## config.mk

```make
export PLATFORM = sky130hd
export DESIGN_NAME = priority_alarm_latch_with_mute
export DESIGN_NICKNAME = d
export VERILOG_FILES = /design/src/plam_pkg.sv /design/src/plam_core.sv /design/src/priority_alarm_latch_with_mute.sv
export VERILOG_INCLUDE_DIRS = /design/src /design/src/src
export SDC_FILE = /design/constraint.sdc
export NUM_CORES = 1
export LEC_CHECK = 0
export BUFFER_PORTS_ARGS = -buffer_cell sky130_fd_sc_hd__buf_2
export CORE_MARGIN = 2
export CORE_UTILIZATION = 55
export CTS_CLUSTER_DIAMETER = 150
export DETAILED_ROUTE_END_ITERATION = 10
export PLACE_DENSITY = 0.78
export SYNTH_ARGS = -nofsm -noshare
export SYNTH_HDL_FRONTEND = slang
export SYNTH_SLANG_ARGS = --single-unit
```

## constraint.sdc

```tcl
create_clock -name i_clk -period 5.25 [get_ports i_clk]
set_input_delay 0.2625 -clock i_clk [delete_from_list [all_inputs] [get_ports i_clk]]
set_output_delay 0.2625 -clock i_clk [all_outputs]
set_load 0.1 [all_outputs]
```

## src/priority_alarm_latch_with_mute_defines.svh

```systemverilog
// Assertion macros for the alarm latch block.
// Used by the top level; expects i_clk and i_rst_n in scope.
`ifndef PRIORITY_ALARM_LATCH_WITH_MUTE_DEFINES_SVH
`define PRIORITY_ALARM_LATCH_WITH_MUTE_DEFINES_SVH

// Same-cycle implication, held off during reset
`define PLAM_ASSERT_IMP(name, ante, cons, msg) \
    name: assert property (@(posedge i_clk) disable iff (!i_rst_n) (ante) |-> (cons)) \
        else $error(msg);

// Next-cycle implication, held off during reset
`define PLAM_ASSERT_NXT(name, ante, cons, msg) \
    name: assert property (@(posedge i_clk) disable iff (!i_rst_n) (ante) |=> (cons)) \
        else $error(msg);

`endif

```

## src/plam_pkg.sv

```systemverilog
// Shared types, codes and the level lookup for the alarm latch block.
// No dependencies.
`default_nettype none

package plam_pkg;

    // Item operation codes
    typedef enum logic [1:0] {
        FUNC_RAISE = 2'd0,
        FUNC_ACK   = 2'd1,
        FUNC_MUTE  = 2'd2,
        FUNC_TICK  = 2'd3
    } t_func;

    // Priority levels
    localparam logic [1:0] LVL_NONE     = 2'd0;
    localparam logic [1:0] LVL_MEDIUM   = 2'd1;
    localparam logic [1:0] LVL_CRITICAL = 2'd3;

    // Configuration register indexes
    localparam logic [1:0] CFG_LEVEL_TABLE  = 2'd0;
    localparam logic [1:0] CFG_UNMUTE_DELAY = 2'd1;

    localparam logic [15:0] UNMUTE_DELAY_RST = 16'd12000;
    localparam logic [15:0] TIMER_MAX        = 16'hFFFF;

    // Result item, last member in the lowest bits
    typedef struct packed {
        logic       ack_refused;
        logic       raise_accepted;
        logic       alarm_changed;
        logic       led_high;
        logic       led_medium;
        logic       led_normal;
        logic       muted;
        logic [1:0] active_level;
        logic [3:0] active_cause;
    } t_result;

    // Level of a cause; causes at or above the cause count read as none
    function automatic logic [1:0] level_of(input logic [31:0] tbl, input logic [3:0] c,
                                            input logic [4:0] ncauses);
        if ({1'b0, c} >= ncauses) begin
            return LVL_NONE;
        end
        return tbl[{c, 1'b0} +: 2];
    endfunction

endpackage

`default_nettype wire

```

## src/plam_core.sv

```systemverilog
// Alarm state: config registers, pending/active cause, mute flag and timer.
// Depends on plam_pkg. Gives the result of the presented item combinationally.
`default_nettype none

module plam_core #(
    parameter int NUM_CAUSES = 16
) (
    input  wire logic              i_clk,
    input  wire logic              i_rst_n,
    input  wire logic              i_cfg_valid,
    input  wire logic [1:0]        i_cfg_index,
    input  wire logic [31:0]       i_cfg_data,
    input  wire logic              i_accept,
    input  wire logic [1:0]        i_func,
    input  wire logic [3:0]        i_cause,
    output plam_pkg::t_result      o_res
);
    import plam_pkg::*;

    localparam logic [4:0] NCAUSES = 5'(NUM_CAUSES);

    logic [31:0] r_level_table;
    logic [15:0] r_unmute_delay;
    logic [3:0]  r_pending, n_pending;
    logic [3:0]  r_current, n_current;
    logic        r_mute, n_mute;
    logic [15:0] r_elapsed, n_elapsed;

    logic [1:0]  lvl_pend;
    logic [1:0]  lvl_in;
    logic [1:0]  lvl_act;
    logic [15:0] elapsed_inc;
    logic        changed;
    logic        accepted;
    logic        refused;

    // Configuration writes
    always_ff @(posedge i_clk) begin
        if (!i_rst_n) begin
            r_level_table  <= '0;
            r_unmute_delay <= UNMUTE_DELAY_RST;
        end else if (i_cfg_valid) begin
            if (i_cfg_index == CFG_LEVEL_TABLE) begin
                r_level_table <= i_cfg_data;
            end else if (i_cfg_index == CFG_UNMUTE_DELAY) begin
                r_unmute_delay <= i_cfg_data[15:0];
            end
        end
    end

    // Next state for the presented item
    always_comb begin
        lvl_pend    = level_of(r_level_table, r_pending, NCAUSES);
        lvl_in      = level_of(r_level_table, i_cause, NCAUSES);
        elapsed_inc = (r_elapsed == TIMER_MAX) ? r_elapsed : r_elapsed + 16'd1;
        n_pending   = r_pending;
        n_current   = r_current;
        n_mute      = r_mute;
        n_elapsed   = r_elapsed;
        changed     = 1'b0;
        accepted    = 1'b0;
        refused     = 1'b0;
        case (t_func'(i_func))
            FUNC_RAISE: begin
                if (lvl_in > lvl_pend) begin
                    n_pending = i_cause;
                    accepted  = 1'b1;
                end
            end
            FUNC_ACK: begin
                if (lvl_pend == LVL_CRITICAL) begin
                    refused = 1'b1;
                end else begin
                    n_pending = 4'd0;
                end
            end
            FUNC_MUTE: begin
                n_mute    = !r_mute;
                n_elapsed = '0;
            end
            FUNC_TICK: begin
                n_elapsed = elapsed_inc;
                if (r_mute && (elapsed_inc > r_unmute_delay)) begin
                    n_mute = 1'b0;
                end
                // pending cause becomes active; critical overrides mute
                if (r_pending != r_current) begin
                    n_current = r_pending;
                    changed   = 1'b1;
                    if (lvl_pend == LVL_CRITICAL) begin
                        n_mute = 1'b0;
                    end
                end
            end
            default: begin
                n_pending = r_pending;
            end
        endcase
    end

    // State update on accepted items
    always_ff @(posedge i_clk) begin
        if (!i_rst_n) begin
            r_pending <= '0;
            r_current <= '0;
            r_mute    <= 1'b0;
            r_elapsed <= '0;
        end else if (i_accept) begin
            r_pending <= n_pending;
            r_current <= n_current;
            r_mute    <= n_mute;
            r_elapsed <= n_elapsed;
        end
    end

    // Result fields, state after the item
    always_comb begin
        lvl_act              = level_of(r_level_table, n_current, NCAUSES);
        o_res.active_cause   = n_current;
        o_res.active_level   = lvl_act;
        o_res.muted          = n_mute;
        o_res.led_normal     = (lvl_act == LVL_NONE);
        o_res.led_medium     = (lvl_act == LVL_MEDIUM);
        o_res.led_high       = lvl_act[1];
        o_res.alarm_changed  = changed;
        o_res.raise_accepted = accepted;
        o_res.ack_refused    = refused;
    end

endmodule

`default_nettype wire

```

## src/priority_alarm_latch_with_mute.sv

```systemverilog
// Alarm latch with priority levels and timed mute: top level.
// Result item is registered: it appears in the cycle after its input item is accepted.
// Throughput: one item per cycle; the single output register is the only stage,
// and a new item is taken whenever that register is empty or being drained.
// Reset: synchronous active low; clears causes, mute, timer, config to defaults.
// Depends on plam_pkg, plam_core and the assertion macro header.
`default_nettype none
`include "priority_alarm_latch_with_mute_defines.svh"

module priority_alarm_latch_with_mute #(
    parameter int NUM_CAUSES = 16
) (
    input  wire logic        i_clk,
    input  wire logic        i_rst_n,
    // configuration write channel
    input  wire logic        i_cfg_valid,
    output logic             o_cfg_ready,
    input  wire logic [1:0]  i_cfg_index,
    input  wire logic [31:0] i_cfg_data,
    // input items
    input  wire logic        s_axis_tvalid,
    output logic             s_axis_tready,
    input  wire logic [7:0]  s_axis_tdata,   // [3:0] cause, [7:4] zero
    input  wire logic [1:0]  s_axis_tuser,   // [1:0] func
    // result items
    output logic             m_axis_tvalid,
    input  wire logic        m_axis_tready,
    output logic [15:0]      m_axis_tdata    // [3:0] active_cause, [5:4] active_level,
                                             // [6] muted, [7] led_normal, [8] led_medium,
                                             // [9] led_high, [10] alarm_changed,
                                             // [11] raise_accepted, [12] ack_refused,
                                             // [15:13] zero
);
    import plam_pkg::*;

    logic    r_out_valid;
    t_result r_res;
    t_result res;
    logic    in_accept;

    assign o_cfg_ready   = 1'b1;
    assign s_axis_tready = !r_out_valid || m_axis_tready;
    assign in_accept     = s_axis_tvalid && s_axis_tready;

    plam_core #(
        .NUM_CAUSES (NUM_CAUSES)
    ) u_core (
        .i_clk       (i_clk),
        .i_rst_n     (i_rst_n),
        .i_cfg_valid (i_cfg_valid),
        .i_cfg_index (i_cfg_index),
        .i_cfg_data  (i_cfg_data),
        .i_accept    (in_accept),
        .i_func      (s_axis_tuser),
        .i_cause     (s_axis_tdata[3:0]),
        .o_res       (res)
    );

    // Output register valid
    always_ff @(posedge i_clk) begin
        if (!i_rst_n) begin
            r_out_valid <= 1'b0;
        end else if (in_accept) begin
            r_out_valid <= 1'b1;
        end else if (m_axis_tready) begin
            r_out_valid <= 1'b0;
        end
    end

    // Output payload
    always_ff @(posedge i_clk) begin
        if (in_accept) begin
            r_res <= res;
        end
    end

    assign m_axis_tvalid = r_out_valid;
    assign m_axis_tdata  = {3'b000, r_res};

    // Checks
    `PLAM_ASSERT_NXT(a_item_gives_result, in_accept, r_out_valid,
        "accepted item did not load the output register")
    `PLAM_ASSERT_IMP(a_stall_blocks_input, r_out_valid && !m_axis_tready, !s_axis_tready,
        "input taken while result stalled")
    `PLAM_ASSERT_NXT(a_changed_only_tick,
        in_accept && (s_axis_tuser != FUNC_TICK), !r_res.alarm_changed,
        "alarm change flagged on a non-tick item")
    `PLAM_ASSERT_IMP(a_one_led, r_out_valid,
        $onehot({r_res.led_normal, r_res.led_medium, r_res.led_high}),
        "LED outputs not exactly one on")

endmodule

`default_nettype wire

```

==> Word level (Yosys, flattened, before mapping) <==
Cells that the tools add are included.
{ "op_classes": {"shifts": 3, "reduce_logical": 15, "bitwise": 1, "n_mux": 16, "n_lt_le_gt_ge": 2, "n_eq_ne": 10, "add_sub_neg": 1} }
{ "ops": {"columns": ["op", "n"], "rows": [
  ["indexed part select 32 x 6 -> 2 bit", 3],
  ["case mux 16 bit (2 select lines)", 1],
  ["adder 16 x 1 -> 16 bit (second input constant)", 1],
  ["== test 16 bit (second input constant)", 1],
  ["greater-than comparator 16 bit", 1],
  ["2-to-1 mux 16 bit", 1],
  ["2-to-1 mux 4 bit", 4],
  ["2-to-1 mux 1 bit", 8],
  ["case mux 4 bit (2 select lines)", 1],
  ["== test 2 x 1 -> 1 bit (second input constant)", 3],
  ["== test 2 bit (second input constant)", 3],
  ["logical NOT 2 bit", 3],
  ["nonzero test 2 bit", 3],
  ["!= test 4 bit", 1],
  ["AND reduction 2 bit", 2],
  ["AND reduction 4 bit", 1],
  ["AND reduction 3 bit", 1],
  ["greater-than comparator 2 bit", 1],
  ["logical AND 1 bit", 2],
  ["logical NOT 1 bit", 2],
  ["!= test 2 x 1 -> 1 bit (second input constant)", 1],
  ["!= test 2 bit (second input constant)", 1],
  ["case mux 1 bit (2 select lines)", 1],
  ["logical OR 1 bit", 1],
  ["inverter 1 bit", 1]
]} }
{ "word_totals": {"output_inout_bits": 19, "inputBits": 49, "register_bits": 87, "word_cells": 64} }

==> Depth between registers and ports, before layout <==
Gate-level depths: netlist of run 1.
{ "logic_depth": {"word_depth": 8, "depth_mapped": 14, "mapped_depth_nobuf": 14} }

==> Cells and area by module <==
Synthesis of run 1 repeated with hierarchy kept, for this count alone.
{ "unflattened": {"cells_unflattened": 640, "area_unflattened_um2": 5307.6} }
{ "modules_own_cells": {"columns": ["module", "instances", "area_per_inst_um2", "seq_area_each_um2", "cells_per_inst"], "rows": [
  ["plam_core", 1, 4822.1, 1461.4, 616],
  ["priority_alarm_latch_with_mute", 1, 485.5, 410.4, 24]
]} }

==> Least setup slack after synthesis of run 1 <==
OpenSTA, ideal clock, no wires.
{ "synth_path": {"kind": "reg-to-reg", "from": "register r_out_valid, in the netlist m_axis_tvalid", "to": "register u_core.r_elapsed[4]", "path_buffers": 1, "path_stages_with_launch": 9, "period_less_slack_ps": 3248, "required_time_ps": 5132, "arrival_time_ps": 3130, "setup_time_ps": 118, "slack_ps": 2002, "cell_sequence": "dfxtp_1 -> nand2b_1 -> nand2_1 -> inv_1 -> nand3_1 -> clkbuf_1 -> o21ai_0 -> a22oi_1 -> nor2b_1"} }
{ "synth_between": {"elab_chain_len": 4} }
{ "synth_lines": {"columns": ["item", "line", "rtl"], "rows": [
  ["start: declaration", "priority_alarm_latch_with_mute.sv:36", "logic r_out_valid;"],
  ["start signal: assignment", "priority_alarm_latch_with_mute.sv:62", "r_out_valid <= 1'b0;"],
  ["start signal: assignment", "priority_alarm_latch_with_mute.sv:64", "r_out_valid <= 1'b1;"],
  ["start signal: assignment", "priority_alarm_latch_with_mute.sv:66", "r_out_valid <= 1'b0;"],
  ["logical NOT 1 bit", "priority_alarm_latch_with_mute.sv:42", "assign s_axis_tready = !r_out_valid || m_axis_tready;"],
  ["logical OR 1 bit", "priority_alarm_latch_with_mute.sv:42", null],
  ["named net s_axis_tready", "priority_alarm_latch_with_mute.sv:22", "output logic s_axis_tready,"],
  ["logical AND 1 bit", "priority_alarm_latch_with_mute.sv:43", "assign in_accept = s_axis_tvalid && s_axis_tready;"],
  ["named net in_accept", "priority_alarm_latch_with_mute.sv:39", "logic in_accept;"],
  ["AND reduction 2 bit (no source line)", null, null],
  ["end signal: assignment", "plam_core.sv:112", "r_elapsed <= n_elapsed;"],
  ["end: declaration", "plam_core.sv:27", "logic [15:0] r_elapsed, n_elapsed;"]
]} }
The timed path passes the listed nets, and every way through them passes these cells.
A chain may end at the register's enable or synchronous reset.

==> results by group, run 1 <==
Status
  • Status: finished, final reports clean

Timing
  • Crit path time final: ~3.7 ns
  • Final worst path period share: 0.7107
  • Hold WS: 0.1260 ns
  • Endpoints failing hold: 0
  • Relative slew slack: 0.3630
  • Fmax: about 270 MHz
  • Final number of setup-violating endpoints: 0
  • Clk_skew: roughly 0.013 ns
  • Setup TNS Final: 0 ns
  • Slew Limit Fails: 0
  • Unrepaired setup endpoints after global routing: no
  • Least-Margin Pin Slew: ~0.96 ns

Synth
  • Cells after synthesis: 552
  • Seq/Total Area, Yosys: 0.3720
  • Synth cell types: 53
  • Yosys Warn Count: 0
  • Post-synth EDFFs: 12
  • Post-Syn Area: a little under 5000 sq um
  • #FFs+latches synth: between 80 and 90
  • Synth Flop Type: dfxtp_1
  • Asr flop ratio synth: 0
  • Post-Syn Area per Cell: ~9 sq um

Detailed routing
  • Via density: between 5 and 6
  • Routed WL per cell: ~16 um
  • Pre-antenna DRT Iters: 4
  • Post-route ant nets: 0
  • Starting DRT DRC Count: 217
  • Via count: 4,097
  • DRC errors left: 0
  • Routed Wire Length: ~11,000 um

Power
  • Sw Ratio: 0.2881
  • Part of the power in the clock network: 0.369
  • Comb pwr share: 0.131
  • Flop pwr share: 0.500
  • Internal: ~1 mW
  • P_leak: 2.281 nW
  • VDD IR max: 190.8 uV
  • Sw Pwr: roughly 0.41 mW
  • Total power: 1.406 mW
  • PD cells: approximately 260 nW/um^2

Floorplan
  • DIE HEIGHT: just under 100 um
  • Initial core utilization: 0.5677
  • Core area: around 8700 sq um
  • Die width: between 90 and 100 um
  • I/O Pins: 68
  • Num rows: 34
  • Die area: a little under 10,000 sq um

CTS
  • Reg clk slew, reported paths: 0.10 ns
  • Setup bufs post-CTS: 0
  • CTS tree: yes
  • H-tree depth: 3
  • Latest clock arrival within the worst-skew pair: around 0.37 ns
  • Cts bufs inserted: 9
  • Clock buffer depth: 2
  • Clk sinks: between 80 and 90
  • Post-CTS sizing: 0
  • Clk root buf: clkbuf_8
  • Hold buffers post-CTS: 0

Worst hold path
  • Hold Path Cell Cnt: 3
  • Tightest Hold Check Type: primary input to flip-flop

Finish
  • Most common cell after layout, fill and taps aside: nand2_1
  • Final Net Count: 658
  • Most frequent cells in the layout: nand2_1, dfxtp_1, buf_2, a21boi_0, inv_1
  • Area delta synth->final: 9.805%
  • Antenna cells: 0
  • Share of layout cells above drive strength 1: 0.1782

Run
  • Max-cap violations: 0

GRT
  • First-pass GRT wire length: 18,750 um
  • Vias in the first global route: between 3,000 and 4,000
  • Antenna violations before repair: 0
  • Gr usage total: 0.2387
  • Pin count of the biggest net entering global routing: 67
  • Grt ovf: 0

Setup path
  • CP Max Fanout: 8
  • Worst R2R Path Depth: 13
  • WP data arrival: between 3 and 4 ns
  • Worst Path Required: 5.36 ns
  • Critical path class: flip-flop to flip-flop
  • CP Capture Type: flip-flop
  • CP Launch Type: flip-flop

Place
  • GP Congestion: 0.9381
  • I/O Buffers: 59
  • HPWL reported at the end of detailed placement: 8208 um
[critical path, cell delays in order (launching register included)]
cell and delay, ns:
dfxtp_1 0.46, nand3_1 0.22, nor4_1 0.57, and3_1 0.28, nand3b_1 0.11, o21a_1 0.15
ha_1 0.31, nand4_1 0.12, or4_1 0.59, a21o_1 0.18, o211ai_1 0.09, o31ai_1 0.13
o21ai_0 0.13, a31oi_1 0.12
[final timing paths]
check	end	slack [ns]	from
worst min register to register	u_core.r_unmute_delay[3]$_SDFFE_PN0P_	0.48	u_core.r_unmute_delay[3]$_SDFFE_PN0P_
worst max register to register	m_axis_tdata[6]$_DFFE_PP_	1.52	u_core.r_elapsed[4]$_SDFFE_PN0P_
worst min-delay path	u_core.r_unmute_delay[7]$_SDFFE_PN1P_	0.13	i_cfg_data[7]
worst max-delay path	m_axis_tdata[6]$_DFFE_PP_	1.52	u_core.r_elapsed[4]$_SDFFE_PN0P_
[metal layers]
layer	GRT usage	vias up	wire (um)	part of all wire
met2	0.3721	137	5354	0.47
met1	0.3320	1930	5152	0.45
met4	0.09800	0	232	0.020
met3	0.03901	19	613	0.054
li1	-	2011	-	-
met5	0	-	0	0
[kinds of logic after synthesis]
group / share of synthesized area
flip-flops: 0.3720
multiplexers: 0.1347
adder cells (fa/ha/maj): 0.04802
XOR/XNOR: 0.02654
AO/OA/AOI/OAI: 0.1688
other: 0.001517
buffers and inverters: 0.05964
AND/OR/NAND/NOR: 0.1888
[registers in the layout (all words and copies together), names as in the netlist]
name / flops
u_core.r_level_table: 32
u_core.r_elapsed: 16
u_core.r_unmute_delay: 16
m_axis_tdata: 12
u_core.r_current: 4
u_core.r_pending: 4
m_axis_tvalid: 1
u_core.r_mute: 1
[Yosys cell counts (all sizes together), types with 4 or more instances]
cell    count  area [sq um]
nand2     126         480.5
dfxtp      74          1481
a21boi     46         345.3
inv        29         108.9
clkbuf     25         105.1
nand3      23         115.1
a21oi      22         110.1
mux4       20         450.4
ha         19         237.7
mux2i      18         205.2
nor2       14         52.55
edfxtp     12         360.4
nor2b      11         68.82
buf        10         81.33
o21ai      10         50.05
o211ai      9         67.56
xnor2       8         70.07
xor2        7         61.31
and2        6         37.54
a22o        5         43.79
nand4       5         31.28
o31ai       5         37.54
a21o        4         30.03
a22oi       4         30.03
and3        4         25.02
nor3        4         25.02
[cell type report]
| type | instances | area [sq um] |
|---|---|---|
| fill | 736 | 3284 |
| multi-input combinational | 404 | 2826 |
| timing repair buffer | 60 | 302.8 |
| tap | 108 | 135.1 |
| inverter | 29 | 108.9 |
| clock buffer | 10 | 148.9 |
| clock inverter | 6 | 72.57 |
| sequential | 86 | 1842 |
[power groups by stage]
stage / sequential (mW) / combinational [mW] / clock, mW
floorplan: 0.752 / 0.105 / 0
global placement: 0.716 / 0.180 / 0
detailed placement: 0.718 / 0.183 / 0
CTS: 0.702 / 0.185 / 0.523
global route: 0.705 / 0.199 / 0.549
finish: 0.702 / 0.184 / 0.519
[through the flow]
| stage | worst slack [ns] | utilization | area, sq um | std cells |
|---|---|---|---|---|
| after floorplan | 2.002 | - | 4959 | 554 |
| after global placement | 1.703 | 0.5980 | 5215 | 687 |
| after detailed placement | 1.606 | 0.5980 | 5215 | 687 |
| after CTS | 1.584 | 0.6234 | 5436 | 703 |
| after global routing | 1.244 | 0.6234 | 5436 | 703 |
| final | 1.519 | 0.6234 | 5436 | 703 |
(Power assumes the default switching activity.)
==> run 2, diff against run 1 <==
Clock period 5.25 ns to 3.5 ns, I/O delays scaled along.
==> run 2 against run 1 <==
Worst hold slack worse by 0.085 ns. Sequential share of layout area is 0.79 points lower. Combinational power is 53% higher. Clock skew is 0.00064 ns higher. Critical path depth is 2 higher.
==> results by group, run 2 (synthesis results as in run 1) <==
Finish
  • Share of layout cells above drive strength 1: 0.2182
  • Top reg by flops: u_core.r_level_table
  • Final Net Count: around 670
  • Most common cell after layout, fill and taps aside: nand2_1
  • Area delta synth->final: 12.89%
  • Regs by FF count: u_core.r_level_table (32), u_core.r_elapsed (16), u_core.r_unmute_delay (16)
  • Fin cells: about 700
  • Antenna cells: 0
  • Most frequent cells in the layout: nand2_1, dfxtp_1, buf_2, a21boi_0, inv_1
  • Max reg flops: 32

Power
  • P_leak: roughly 2.4 nW
  • VDD IR max: ~340 uV
  • Comb pwr share: 0.138
  • Flop pwr share: 0.517
  • Sw Ratio: 0.2976
  • Sw Pwr: about 0.61 mW
  • PD cells: 364.3 nW/um^2
  • Internal: between 1 and 1.5 mW
  • Part of the power in the clock network: 0.345

Setup path
  • R2r endpoint: m_axis_tdata[6]$_DFFE_PP_
  • WP data arrival: 3.42 ns
  • CP Launch Type: flip-flop
  • Max stage delay on crit path: approximately 0.56 ns
  • Worst R2R Path Depth: 15
  • Worst Path Required: roughly 3.6 ns
  • Flop2flop setup slack: 0.19 ns
  • Critical path class: flip-flop to flip-flop
  • CP Cell Sequence: ha_2 > nand3_4 > nor3_4 > buf_4 > and3_1 > nand3_1 > o21a_1 > ha_1 > nand4_1 > or4_4 > a21o_1 > o211ai_1 > o31ai_1 > o21ai_1 > a31oi_1
  • Worst R2R Start: u_core.r_elapsed[1]$_SDFFE_PN0P_
  • CP Capture Type: flip-flop
  • Max stage delay cell, worst path: or4_4
  • CP Max Fanout: 5

CTS
  • Clock buffer depth: 2
  • Clk sinks: 86
  • Cts bufs inserted: 9
  • Reg clk slew, reported paths: 0.09 ns
  • Latest clock arrival within the worst-skew pair: ~0.38 ns
  • Clk root buf: clkbuf_8
  • H-tree depth: 3
  • CTS tree: yes

Timing
  • Unrepaired setup endpoints after global routing: no
  • Final number of setup-violating endpoints: 0
  • Slew Limit Fails: 0
  • Final worst path period share: 0.9460
  • Endpoints failing hold: 0
  • Relative slew slack: 0.4778
  • Hold WS: a little over 0.04 ns
  • Fmax: just over 300 MHz
  • Setup TNS Final: 0 ns
  • Least-Margin Pin Slew: between 0.7 and 0.8 ns
  • Clk_skew: between 0.01 and 0.015 ns
  • Crit path time final: around 3.3 ns

GRT
  • Vias in the first global route: ~4,000
  • Pin count of the biggest net entering global routing: between 60 and 70
  • Antenna violations before repair: 0
  • First-pass GRT wire length: 19,380 um
  • Grt ovf: 0
  • Gr usage total: 0.2489

Floorplan
  • Num rows: 34
  • DIE HEIGHT: around 99 um
  • Die area: slightly below 10,000 sq um
  • Core area: 8721 sq um
  • Initial core utilization: 0.5677
  • Die width: between 90 and 100 um
  • I/O Pins: ~70

Place
  • # placed instances: 697
  • HPWL reported at the end of detailed placement: 8176 um
  • I/O Buffers: just under 60
  • GP Congestion: ~0.90

Detailed routing
  • Starting DRT DRC Count: 191
  • Via count: 4,130
  • Routed Wire Length: roughly 11,000 um
  • Via density: about 5.8
  • DRC errors left: 0
  • Pre-antenna DRT Iters: 5
  • Routed WL per cell: about 16 um
  • Post-route ant nets: 0

Worst hold path
  • Hold Path Sink: u_core.r_unmute_delay[5]$_SDFFE_PN1P_
  • Hold_sp: i_cfg_data[5]
  • Hold Path Cell Cnt: 3
  • Tightest Hold Check Type: primary input to flip-flop

Run
  • Max-cap violations: 0

Status
  • Status: finished, final reports clean
[run 2: cell types whose count changed in the layout (fill, tap and decap cells not counted), moves of 2 or more]
| cell | before | now |
|---|---|---|
| clkinvlp_4 | 0 | 2 |
| dfxtp_2 | 0 | 6 |
| buf_4 | 1 | 11 |
| nor4_1 | 3 | 1 |
| nand3_4 | 0 | 3 |
| dfxtp_1 | 74 | 68 |
| nor4_4 | 0 | 2 |
| nand3_1 | 23 | 19 |
[run 2: cell type report]
class	count	area, sq um
timing repair buffer	70	377.9
clock buffer	10	148.9
inverter	29	108.9
clock inverter	6	50.05
multi-input combinational	404	2919
fill	742	3132
sequential	86	1849
tap	108	135.1
[run 2: worst max path at each step]
stage | start | slack (ns) | endpoint
2_1_floorplan | m_axis_tvalid$_SDFFE_PN0P_ | 0.25 | u_core.r_elapsed[4]$_SDFFE_PN0P_
3_3_place_gp | u_core.r_elapsed[1]$_SDFFE_PN0P_ | 0.15 | m_axis_tdata[6]$_DFFE_PP_
3_5_place_dp | u_core.r_elapsed[1]$_SDFFE_PN0P_ | 0.05 | m_axis_tdata[6]$_DFFE_PP_
4_1_cts | u_core.r_elapsed[1]$_SDFFE_PN0P_ | 0.03 | m_axis_tdata[6]$_DFFE_PP_
5_1_grt | u_core.r_elapsed[1]$_SDFFE_PN0P_ | 0.01 | m_axis_tdata[6]$_DFFE_PP_
6_report | u_core.r_elapsed[1]$_SDFFE_PN0P_ | 0.19 | m_axis_tdata[6]$_DFFE_PP_
[run 2: per-layer routing]
metal | vias up | GRT usage | share of wire
met2 | 134 | 0.3914 | 0.46
li1 | 2028 | - | -
met4 | 0 | 0.1022 | 0.033
met1 | 1932 | 0.3272 | 0.44
met3 | 36 | 0.06596 | 0.060
met5 | - | 0 | 0
[run 2: metrics by stage]
step	area [sq um]	power (mW)	util	setup WS, ns
2_1_floorplan	4959	1.286	-	0.2515
3_5_place_dp	5290	1.355	0.6066	0.04556
3_3_place_gp	5290	1.347	0.6066	0.1510
6_report	5589	2.036	0.6409	0.1892
4_1_cts	5489	2.047	0.6294	0.02938
5_1_grt	5589	2.117	0.6409	0.01254
[run 2: what timing repair did]
| action | 4_1_cts | 5_1_grt |
|---|---|---|
| resized for setup | 0 | 23 |
| setup buffers | 0 | 0 |
| hold buffers | 0 | 0 |
| endpoints found under the setup margin | 0 | 2 |
[run 2: power by group through the flow]
stage	clock network [mW]	logic [mW]	registers, mW
floorplan	0	0.158	1.13
global placement	0	0.274	1.07
detailed placement	0	0.279	1.08
CTS	0.714	0.281	1.05
global route	0.756	0.305	1.06
finish	0.702	0.281	1.05
[run 2: worst max-delay path: cells and delay by family (launching register included)]
kind | cells | cell delay [ns]
flip-flops | 1 | 0.37
AO/OA/AOI/OAI | 6 | 0.75
buffers and inverters | 1 | 0.16
adder cells (fa/ha/maj) | 2 | 0.52
AND/OR/NAND/NOR | 6 | 1.25
==> run 3, diff against run 2 <==
Settings changed: ABC_AREA set to 1.
==> run 3 against run 2 <==
Sequential share of layout area is 0.29 points higher. Global-route usage is 0.57 points higher. Sequential cell count unchanged. Highest routed layer unchanged. Clock-buffer cell count rose by 1. Utilization decreased by 3.5 points.
==> results by group, run 3 <==
Synth
  • Asr flop ratio synth: 0
  • Synth Flop Type: dfxtp_1
  • Yosys Warn Count: 0
  • Cells after synthesis: around 720
  • Seq/Total Area, Yosys: 0.3627
  • Mux cell area share after synthesis: 0
  • Top post-synthesis cells by count: nand2_1, a21oi_1, dfxtp_1
  • Post-Synth Simple-Gate Area: 0.2509
  • Main area contributors after synthesis: dfxtp_1, nand2_1, a21oi_1
  • Post-Syn Area per Cell: between 7 and 8 sq um
  • Adder-Cell Fraction of Synth Area: 0.04682
  • Synth top area share: 0.2918
  • Top-count cell post-synth: nand2_1
  • Post-Syn Area: 5077 sq um
  • Post-synth EDFFs: 12
  • Largest family of logic cells by synthesized area: simple AND/OR/NAND/NOR gates
  • Synth Area in Compound Gates: 0.2104
  • Synth cell types: 41
  • Xor/xnor share of the synthesized area: 0.02242
  • #FFs+latches synth: 86
  • Area leader, netlist: dfxtp_1

CTS
  • Clk sinks: 86
  • Cts bufs inserted: 9
  • Clock buffer depth: 2
  • H-tree depth: 3
  • Latest clock arrival within the worst-skew pair: about 0.36 ns
  • Hold buffers post-CTS: 0
  • Clk root buf: clkbuf_8
  • CTS tree: yes
  • Reg clk slew, reported paths: approximately 0.090 ns

Setup path
  • CP Launch Type: flip-flop
  • CP Cell Sequence: buf_4 > o211ai_1 > nand3_1 > nand3_1 > nand2_1 > inv_1 > ha_1 > inv_1 > nor2_1 > o21ai_0 > a211oi_1 > nand2_1 > inv_2 > nor2_1 > nor2_1
  • CP Capture Type: flip-flop
  • Worst R2R Start: u_core.r_pending[0]$_SDFFE_PN0P_
  • Critical path buffers and inverters: 4
  • Worst Path Required: 3.79 ns
  • Max stage delay cell, worst path: dfxtp_1
  • CP Max Fanout: 21
  • Most frequent CP cell: nor2_1
  • CP top delay family: flip-flops
  • WP data arrival: roughly 3.4 ns
  • Max stage delay on crit path: about 0.83 ns
  • Critical path class: flip-flop to flip-flop
  • Origin of the worst setup path: u_core.r_pending[0]$_SDFFE_PN0P_

Floorplan
  • I/O Pins: 68
  • Initial core utilization: 0.5574
  • Die width: 100.1 um
  • Core area: roughly 9100 sq um
  • Die area: approximately 10,000 sq um
  • Num rows: 35
  • DIE HEIGHT: ~100 um

GRT
  • Grt ovf: 0
  • Pin count of the biggest net entering global routing: 55
  • Vias in the first global route: 4,334
  • First-pass GRT wire length: approximately 20,000 um
  • Antenna violations before repair: 0
  • Gr usage total: 0.2546

Detailed routing
  • Via count: roughly 4,900
  • DRC errors left: 0
  • Pre-antenna DRT Iters: 7
  • Post-route ant nets: 0
  • Routed Wire Length: ~13,000 um
  • Starting DRT DRC Count: just over 400
  • Via density: roughly 5.6
  • Routed WL per cell: approximately 14 um

Timing
  • Relative slew slack: 0.4635
  • Setup TNS Final: 0 ns
  • Unrepaired setup endpoints after global routing: no
  • Least-Margin Pin Slew: roughly 0.8 ns
  • Crit path time final: approximately 3.1 ns
  • Fmax: around 320 MHz
  • Clk_skew: roughly 0.015 ns
  • Slew Limit Fails: 0
  • Final number of setup-violating endpoints: 0
  • Endpoints failing hold: 0
  • Final worst path period share: 0.8995

Finish
  • Most frequent cells in the layout: nand2_1, a21oi_1, dfxtp_1, nor2_1
  • Antenna cells: 0
  • Share of layout cells above drive strength 1: 0.1515
  • Max reg flops: 32
  • Final Net Count: just over 800
  • Regs by FF count: u_core.r_level_table (32), u_core.r_elapsed (16), u_core.r_unmute_delay (16)
  • Most common cell after layout, fill and taps aside: nand2_1
  • Area delta synth->final: 8.674%
  • Post-layout util: 0.6058
  • Filler cells: 853
  • Top reg by flops: u_core.r_level_table

Power
  • PD cells: ~420 nW/um^2
  • VDD IR max: between 300 and 400 uV
  • P_leak: around 2.4 nW

Place
  • HPWL reported at the end of detailed placement: between 9000 and 10,000 um
  • GP Congestion: a little over 0.9
  • I/O Buffers: approximately 60

Worst hold path
  • Tightest Hold Check Type: primary input to flip-flop
  • Hold_sp: i_cfg_data[5]

Status
  • Status: finished, final reports clean

Run
  • Max-cap violations: 0
run 3: changes by cell type after synthesis, sizes merged, moves of 11 or more:
cell / previous run / this run
a21oi: 22 / 85
mux2i: 18 / 0
mux4: 20 / 0
nor2: 14 / 74
nand2: 126 / 152
o211ai: 9 / 26
nand3: 23 / 45
o21ai: 10 / 73
a21boi: 46 / 0
buf: 10 / 21
inv: 29 / 76
nor2b: 11 / 0
run 3: layout make-up:
type | instances | area [sq um] | share of cell area
inverter | 77 | 289.0 | 0.05238
clock inverter | 5 | 57.56 | 0.01043
tap | 111 | 138.9 | 0.02517
multi-input combinational | 515 | 2709 | 0.4909
sequential | 86 | 1842 | 0.3338
clock buffer | 11 | 141.4 | 0.02562
timing repair buffer | 65 | 340.3 | 0.06168
run 3: kinds of logic after synthesis:
kind of cell / after synthesis
buffers and inverters: 118
other: 2
adders and majority gates: 19
and+or+nand+nor: 289
xor gates and xnor gates: 13
DFF: 86
AOI/OAI and AO/OA: 190
run 3: through the flow:
stage | worst slack (ns) | instances | total power, mW | hold slack [ns] | cell area [sq um]
after floorplan | 0.3309 | 719 | 1.505 | 0.3054 | 5085
after global placement | 0.4699 | 854 | 1.597 | 0.4194 | 5319
after detailed placement | 0.2881 | 854 | 1.611 | 0.4165 | 5319
after CTS | 0.2379 | 870 | 2.313 | 0.04543 | 5518
after global routing | 0.09306 | 870 | 2.416 | 0.05536 | 5518
final | 0.3516 | 870 | 2.319 | 0.05082 | 5518
run 3: worst min-delay path, stage by stage:
cell	delay, ns
buf_2	0.09
nand2_1	0.05
o211ai_1	0.07
run 3: what timing repair did:
action | CTS | global route
endpoints found under the setup margin | 0 | 2
gates resized for setup | 0 | 1
buffers inserted | 0 | 0
run 3: where the power goes:
group | total (mW) | switching (mW) | internal [mW]
combinational | 0.500 | 0.364 | 0.136
sequential | 1.10 | 0.0419 | 1.05
clock | 0.722 | 0.372 | 0.351
run 3: routing by layer:
metal  global-route usage  vias to the layer above  share of wire  wire, um
met3              0.03830                       23          0.075       943
met1               0.3726                     2236           0.47      5922
met5                    0                        -              0         0
li1                     -                     2439              -         -
met2               0.3924                      200           0.44      5526
met4              0.07165                        0          0.015       191
run 3: worst paths after layout:
kind                                                               to  cells past startpoint  slack (ns)
worst max-delay path                 u_core.r_pending[1]$_SDFFE_PN0P_                     15        0.35
worst min-delay path            u_core.r_unmute_delay[5]$_SDFFE_PN1P_                      3        0.05
worst max register to register       u_core.r_pending[1]$_SDFFE_PN0P_                     15        0.35
worst min register to register  u_core.r_unmute_delay[1]$_SDFFE_PN0P_                      2        0.47
